`config.mk`:
```
export PLATFORM = sky130hd
export DESIGN_NAME = ssrl_ram
export DESIGN_NICKNAME = d
export VERILOG_FILES = /design/src/hw/rtl/ssrl_ram.sv
export SDC_FILE = /design/constraint.sdc
export NUM_CORES = 2
export LEC_CHECK = 0
export BUFFER_PORTS_ARGS = -buffer_cell sky130_fd_sc_hd__buf_2
export CAP_MARGIN = 20
export CORE_MARGIN = 5
export CORE_UTILIZATION = 52
export CTS_CLUSTER_SIZE = 14
export DETAILED_ROUTE_END_ITERATION = 12
export HOLD_SLACK_MARGIN = 0.1
export MAX_ROUTING_LAYER = met4
export PLACE_DENSITY = 0.72
export SYNTH_ARGS = -nofsm -noshare
export SYNTH_HDL_FRONTEND = slang
export SYNTH_SLANG_ARGS = --single-unit
export TNS_END_PERCENT = 30
```
`constraint.sdc`:
```
create_clock -name clk_i -period 8.68 [get_ports clk_i]
set_input_delay 1.736 -clock clk_i [delete_from_list [all_inputs] [get_ports clk_i]]
set_output_delay 1.736 -clock clk_i [all_outputs]
set_load 0.02 [all_outputs]
```
`src/hw/rtl/ssrl_ram.sv`:
```
// Generic single-write, single-read RAM with registered read data.
`default_nettype none

module ssrl_ram #(
  parameter int unsigned WIDTH = 64,
  parameter int unsigned DEPTH = 64,
  localparam int unsigned AW   = (DEPTH > 1) ? $clog2(DEPTH) : 1
) (
  input  wire logic             clk_i,
  input  wire logic             we_i,
  input  wire logic [AW-1:0]    waddr_i,
  input  wire logic [WIDTH-1:0] wdata_i,
  input  wire logic [AW-1:0]    raddr_i,
  output logic      [WIDTH-1:0] rdata_o
);

  logic [WIDTH-1:0] mem_q [DEPTH];

  always_ff @(posedge clk_i) begin
    if (we_i) begin
      mem_q[waddr_i] <= wdata_i;
    end
    rdata_o <= mem_q[raddr_i];
  end

endmodule

`default_nettype wire

```
==> out/results.ini <==
[floorplanning]
die_area_um2 = 311700
start_util = 0.5220
io_pins = 142
die_h_um = 558.3
core_um2 = 299500
fp.dieW_um = 558.3
rows = 201

[place]
portBuffers = 141
gp_congestion = 0.8143
dp_hpwl_um = 223500

[sta]
tightest_slew_ps = 1235
finalCriticalPeriod_ps = 4594
fin_worst_skew_ps = 50.76
setup_violations = 0
max-slew-margin-rel = 0.1766
rsz0062_at_grt = no
hold_viol = 0
maxSlewViolCount = 0
fmax_ghz = 0.2177
tns_ps = 0
fin_crit_sh = 0.5293

[logic_synthesis]
syn_area_um2 = 156300
yosysTopAreaCellShare = 0.7867
ys.warnings.count = 0
ys_seq_area_frac = 0.7949
syn_inst = 6598
synth_ff_type = edfxtp_1
avgSynthCellArea_um2 = 23.70
synthesis.nets = 6676
synth_enable_flop_cells = 4096
yosysTopAreaCell = edfxtp_1
yosysUniqueCellTypes = 33
synthTopCellsByArea = edfxtp_1, mux4_2, mux2i_1, dfxtp_1, a22oi_1
ys_seq_elements = 4160
async_flop_share = 0

[clock_tree]
postCtsSetupBuffers = 0
clock_latency_ps = 930
clock_path_buffers = 4
ctsHoldBuffers = 0
clk_pin_slew_ps = 70
cts-htree-levels = 5
cts-root-buf = clkbuf_16
cts_tree = built
clock_sinks = 4160
cts_resized = 0
numCtsBuffers = 398

[finish]
fillerInstances = 20189
utilization = 0.5896
seq_area_um2 = 124300
layout_commonest_cell = edfxtp_1
nets = 7085
multi_input_area_um2 = 30780
drive_gt1_frac = 0.2837
area_growth_syn_to_layout_pct = 12.95
most-common-layout-cells = edfxtp_1, mux4_2, clkbuf_16

[power_and_ir_drop]
intPower_uw = 33110
vdd_drop_max_uv = 206.4
power_switching_uw = 8753
clkPwrFrac = 0.420
power_leakage_uw = 0.05507
p_seq_frac = 0.534
power.density_nw_per_um2 = 237.1
netSwitchingFraction = 0.2091
p_comb_frac = 0.046

[hold_path]
holdCritStartpoint = mem_q[45][46]$_DFFE_PP_
hp-class = reg -> reg
min_to = rdata_o[46]$_DFF_P_
whs_path_depth = 4

[worst_setup_path]
end_kind = register
cp_max_fo = 84
r2r_end = rdata_o[20]$_DFF_P_
r2r-start = mem_q[32][20]$_DFFE_PP_
setup.worst_path.start_class = input pin
cp.arrival_ps = 5310
rrSetupSlack_ps = 6320
path_class = in -> reg
cp.required_ps = 9400
rr_worst_depth = 4

[route]
wl_per_cell_um = 37.63
vias_per_cell = 6.805
drc = 0
final_antenna_net_count = 0
drt_iter0_drc = 12179
first_pass_iters = 6
via_count = 77184
wl_um = 426800

[global_route]
antenna_found_initial = 25
grt_pass1_vias = 76847
grt_use_total = 0.2820
overflow = 0
grt_pass1_wl_um = 598100
grt_start_max_net_pins = 121

[run]
drv_cap = 0

[outcome]
outcome = finished clean

## final cells by class
| class | count | area share |
|---|---|---|
| antenna | 33 | 0.0004676 |
| clock buffer | 545 | 0.06235 |
| clock inverter | 200 | 0.01263 |
| inverter | 19 | 0.0004039 |
| multi-input combinational | 2049 | 0.1743 |
| sequential | 4160 | 0.7038 |
| tap | 3958 | 0.02804 |
| timing repair buffer | 379 | 0.01807 |
## state kept, by name, summed over array words and instances, names as in the netlist
register  flops
rdata_o      64
mem_q      4096
## how the worst max path moves through the flow
| stage | start | to | slack (ps) |
|---|---|---|---|
| finish | raddr_i[0] | rdata_o[20]$_DFF_P_ | 4090 |
| detailed placement | raddr_i[0] | rdata_o[20]$_DFF_P_ | 3290 |
| global placement | raddr_i[0] | rdata_o[20]$_DFF_P_ | 3310 |
| global route | raddr_i[0] | rdata_o[20]$_DFF_P_ | 3890 |
| CTS | raddr_i[0] | rdata_o[20]$_DFF_P_ | 4210 |
| floorplan | waddr_i[3] | mem_q[48][0]$_DFFE_PP_ | 1510 |
## kinds of logic after synthesis
kind of cell           Yosys count  share of synthesized area
multiplexers                  1159                     0.1561
AO/OA/AOI/OAI                  504                    0.02477
flip-flops                    4160                     0.7949
buffers and inverters          389                    0.01180
AND/OR/NAND/NOR                386                    0.01240
## per-stage QoR
step	hold slack [ps]	power (uW)	std cells	setup WS [ps]	area [um^2]
2_1_floorplan	787.8	23800	6598	1508	156300
3_3_place_gp	816.5	24640	10535	3310	162700
3_5_place_dp	829.9	24690	10540	3286	162800
4_1_cts	849.2	41970	11285	4210	176000
5_1_grt	891.6	43000	11328	3889	176600
6_report	850.8	41860	11343	4086	176600
## synthesized netlist by cell type, types with 3 or more instances
master,number
a211oi_1,63
a22o_1,88
a22oi_1,168
a2bb2oi_1,19
a31oi_1,18
a41oi_1,26
and2_1,3
and3_1,64
buf_1,20
buf_2,170
buf_4,34
buf_6,6
clkbuf_1,140
dfxtp_1,64
edfxtp_1,4096
inv_1,19
mux2i_1,135
mux4_2,1024
nand2_1,58
nand2b_1,11
nand3_1,45
nor2_1,112
nor2b_1,28
o221ai_1,38
o22ai_1,83
or2_2,28
or3_1,29
## power groups by stage
| stage | Combinational [uW] | Clock [uW] | Sequential (uW) |
|---|---|---|---|
| floorplan | 1040 | 0 | 22800 |
| global placement | 1860 | 0 | 22800 |
| detailed placement | 1900 | 0 | 22800 |
| CTS | 1910 | 17700 | 22400 |
| global route | 2030 | 18600 | 22400 |
| finish | 1940 | 17600 | 22400 |
## routing by layer
| layer | track usage | vias to the layer above | routed length [um] |
|---|---|---|---|
| met4 | 0.1043 | 0 | 18130 |
| met5 | - | - | 0 |
| met1 | 0.3852 | 41362 | 153900 |
| li1 | - | 29330 | - |
| met2 | 0.4288 | 5579 | 204100 |
| met3 | 0.05656 | 913 | 50700 |
## critical path: stages
cell,delay [ps]
buf_12,430
buf_12,460
buf_4,510
mux4_2,600
mux2i_1,160
o22ai_1,100
a41oi_1,880
a211oi_1,90
(Power assumes the default switching activity.)
