<file path="config.mk">
export PLATFORM = sky130hd
export DESIGN_NAME = ssrl_alu
export DESIGN_NICKNAME = d
export VERILOG_FILES = /design/src/hw/rtl/ssrl_pkg.sv /design/src/hw/rtl/ssrl_alu.sv
export SDC_FILE = /design/constraint.sdc
export NUM_CORES = 1
export LEC_CHECK = 0
export BUFFER_PORTS_ARGS = -buffer_cell sky130_fd_sc_hd__buf_4
export CORE_MARGIN = 2
export CORE_UTILIZATION = 49
export DETAILED_ROUTE_END_ITERATION = 8
export PLACE_DENSITY = 0.9
export SLEW_MARGIN = 10
export SYNTH_ARGS = -nofsm -noshare
export SYNTH_HDL_FRONTEND = slang
export SYNTH_SLANG_ARGS = --single-unit
</file>
<file path="constraint.sdc">
create_clock -name vclk -period 3.38
set_clock_uncertainty 0.15 [all_clocks]
set_input_delay 0.507 -clock vclk [all_inputs]
set_output_delay 0.507 -clock vclk [all_outputs]
set_load 0.1 [all_outputs]
</file>
<file path="src/hw/rtl/ssrl_pkg.sv">
// Shared types and constants for the sorted symbol range lookup unit.
`default_nettype none

package ssrl_pkg;

  localparam int unsigned DATA_W          = 32;
  localparam int unsigned TABLE_DEPTH_DEF = 64;

  typedef enum logic [1:0] {
    ACT_INSERT = 2'd0,
    ACT_SORT   = 2'd1,
    ACT_LOOKUP = 2'd2,
    ACT_CLEAR  = 2'd3
  } action_e;

  typedef enum logic [1:0] {
    ST_OK   = 2'd0,
    ST_FULL = 2'd1,
    ST_MISS = 2'd2
  } status_e;

  // One table row: start address and the name reference that travels with it.
  typedef struct packed {
    logic [DATA_W-1:0] start;
    logic [DATA_W-1:0] name;
  } entry_t;

  // Flags from the shared compare/subtract unit.
  typedef struct packed {
    logic a_ge_b;
    logic a_lt_c;
  } alu_flags_t;

endpackage

`default_nettype wire

</file>
<file path="src/hw/rtl/ssrl_alu.sv">
// Shared compare and subtract unit used by both the lookup scan and the sort passes.
`default_nettype none

module ssrl_alu
  import ssrl_pkg::*;
(
  input  wire logic [DATA_W-1:0] a_i,
  input  wire logic [DATA_W-1:0] b_i,
  input  wire logic [DATA_W-1:0] c_i,
  output alu_flags_t             flags_o,
  output logic      [DATA_W-1:0] diff_o
);

  logic [DATA_W:0] sub_ab;

  // One wide subtract gives both a >= b (no borrow) and the offset.
  assign sub_ab         = {1'b0, a_i} - {1'b0, b_i};
  assign diff_o         = sub_ab[DATA_W-1:0];
  assign flags_o.a_ge_b = ~sub_ab[DATA_W];
  assign flags_o.a_lt_c = (a_i < c_i);

endmodule

`default_nettype wire

</file>
==> summary.txt <==
Worst setup path
  – Worst EP required: 2.72 ns
  – Crit end category: output pin
  – Crit-path cells: buf_4 > ha_1 > a21oi_1 > o21bai_1 > a21oi_2 > o211ai_1 > a21oi_1 > o31ai_4 > xor2_4 > buf_6
  – CP dominant cell by count: a21oi_1
  – Critical Path Fanout Max: 6
  – Cell family with most CP delay: compound AO/OA/AOI/OAI gates
  – Critical Path AT: approximately 2.8 ns
  – Number of buffer and inverter stages on the critical path: 2
  – Startpoint Class: input port
  – CP max-delay cell: ha_1
  – WS Path Type: input port to output pin
  – Max incr delay on CP: 0.43 ns

Layout
  – Nets@finish: 719
  – Area occupied by multi-input gates: 3000 um2
  – Fillers: 175
  – Register area: 0 um2
  – Layout cells sized above 1: a little under half
  – Synth-to-Final Area Change: 83.3%
  – ANT cells: 0
  – Seq Cell Count: 0
  – Clkbuf count: 0

Floorplan
  – I/O pins: 130
  – Starting density of the core: about half
  – Die Y-Extent: just under 80 um
  – Core area: slightly above 5000 um2
  – Die area: 5960 um2
  – Die Width: between 70 and 80 um
  – FP Rows: 26

Pwr
  – Power share of the clock group: 0%
  – LEAKAGE: 2.52 nW
  – Gate power share: 100.0%
  – Flop pwr share: 0%
  – Pint: 0.580 mW
  – VDD IR max: 370 uV
  – Sw power: 1.16 mW
  – Sw Share: 66.7%
  – Pwr Density: 361 nW/um2
  – Overall Power: 1.74 mW

Detailed routing
  – # DRC: 0
  – Wire per inst: about 21 um
  – Iter 0 DRT Violations: 435
  – Final wirelength: 13200 um
  – Final ANT Viol Nets: 0
  – DR vias/cell: 6.53
  – Pre-Repair DR Iteration Count: 6
  – Vias: 4094

Placement
  – Post-DP HPWL: 8520 um
  – Input/output buffers: 130
  – RD Place Congestion: 0.930

Worst hold path
  – Hold Path Class: input port to output pin
  – Hold depth: 4
  – Hold endpoint: diff_o[0]
  – Hold Startpoint: b_i[0]

Timing
  – Hold Slack: 1.32 ns
  – Final setup viols: 7
  – Fmax: roughly 0.29 GHz
  – Final Hold Viols: 0
  – Setup ws final: -0.0963 ns
  – Final period util: 103%
  – Worst-margin pin slew: 0.441 ns
  – RSZ-0062 raised after global routing: true
  – Period minus WS final: 3.48 ns
  – Rel. slew slack: 69.8%
  – Slew Viols, Final: 0

Run status
  – Failing checks: setup timing
  – Outcome: complete, but fails checks

GRT
  – Grt ovf: 0
  – Global-route wire length before repair: 15600 um
  – Initial antenna violation count: 0
  – Vias in the first global route: 3544
  – Gr usage total: 31.4%
  – Largest net degree at the start of global routing: 9

Logic synthesis
  – Post-Syn Nets: ~540
  – Synth cell types: 49
  – Area leader, netlist: ha_1
  – Top-count cell post-synth: inv_1
  – Top cells by count, synth: 72 x inv_1, 63 x ha_1, 45 x a21oi_1
  – Gate count after technology mapping: roughly 380
  – Sequential share of the synthesized area: 0%
  – Yosys top cell area share: roughly 30%
  – Post-Syn Area: 2630 um2
  – Synthesized area per cell: 6.84 um2
  – Leading post-synthesis cells by cell area: ha_1 30%, inv_1 10%, a21oi_1 8.6%
  – Synth warn: 0

Flow run
  – Max-cap violations: 0
## how the worst max path moves through the flow
stage | startpoint | endpoint | slack [ns] | depth (start not counted)
after floorplan | a_i[0] | diff_o[18] | -0.46 | 9
after global routing | b_i[7] | diff_o[18] | -0.16 | 11
after global placement | a_i[7] | diff_o[30] | -0.06 | 11
after CTS | a_i[0] | diff_o[28] | 0.01 | 13
after detailed placement | a_i[16] | diff_o[26] | -0.15 | 12
final | a_i[22] | diff_o[29] | -0.1 | 10
## timing repair
action	in CTS	in global routing
setup endpoints to repair	9	10
hold buffers	0	0
gates resized for setup	9	76
pin swaps	0	22
buffers inserted	0	3
## cell families (layout without fill, tap and decap cells)
logic type	Yosys count	count (layout)	synth area share, %
xor gates and xnor gates	28	28	9.33
AOI/OAI and AO/OA	125	125	31.6
buffers and inverters	79	252	11.5
and+or+nand+nor	88	88	16.8
adders and majority gates	64	64	30.8
## final cells by class
| class | instances | share of cell area, % |
|---|---|---|
| multi-input combinational | 305 | 62.3 |
| inverter | 74 | 5.92 |
| tap | 70 | 1.82 |
| timing repair buffer | 178 | 30.0 |
## layer usage
| metal | up-vias | track usage (%) | share of wire, % |
|---|---|---|---|
| li1 | 1715 | - | - |
| met1 | 1848 | 37.1 | 33 |
| met2 | 393 | 60.3 | 48 |
| met3 | 138 | 2.35 | 10 |
| met4 | 0 | 7.68 | 8.5 |
| met5 | - | 0 | 0 |
## metrics by stage
step / setup TNS (ns) / setup WS, ns / cells / area [um2] / util (%)
6_report: -0.243 / -0.0963 / 627 / 4820 / 93.7
5_1_grt: -1.06 / -0.161 / 627 / 4820 / 93.7
4_1_cts: 0 / 0.0101 / 624 / 4410 / 85.9
3_5_place_dp: -0.606 / -0.149 / 624 / 4370 / 84.9
2_1_floorplan: -1.33 / -0.458 / 384 / 2990 / -
3_3_place_gp: -0.114 / -0.0564 / 624 / 4370 / 84.9
## power by group through the flow
stage / Combinational (mW) / Clock (mW) / Sequential, mW
after floorplan: 1.14 / 0 / 0
after global placement: 1.52 / 0 / 0
after detailed placement: 1.54 / 0 / 0
after CTS: 1.57 / 0 / 0
after global routing: 1.79 / 0 / 0
final: 1.74 / 0 / 0
## layout by cell type (no fill, tap or decap), drive strengths merged, types with 2 or more instances in the layout
| cell | count |
|---|---|
| buf | 178 |
| nand2b | 3 |
| nor3 | 7 |
| a21oi | 49 |
| o31ai | 3 |
| or3 | 2 |
| nor2b | 5 |
| nor4 | 2 |
| inv | 73 |
| o211ai | 7 |
| a21o | 21 |
| xor2 | 12 |
| o21ai | 20 |
| nor2 | 19 |
| ha | 63 |
| nand3 | 4 |
| nand2 | 25 |
| xnor2 | 16 |
| o21bai | 5 |
| nand4 | 15 |
| a211oi | 6 |
| o21a | 4 |
No activity file was read; power rests on OpenSTA's default activity.
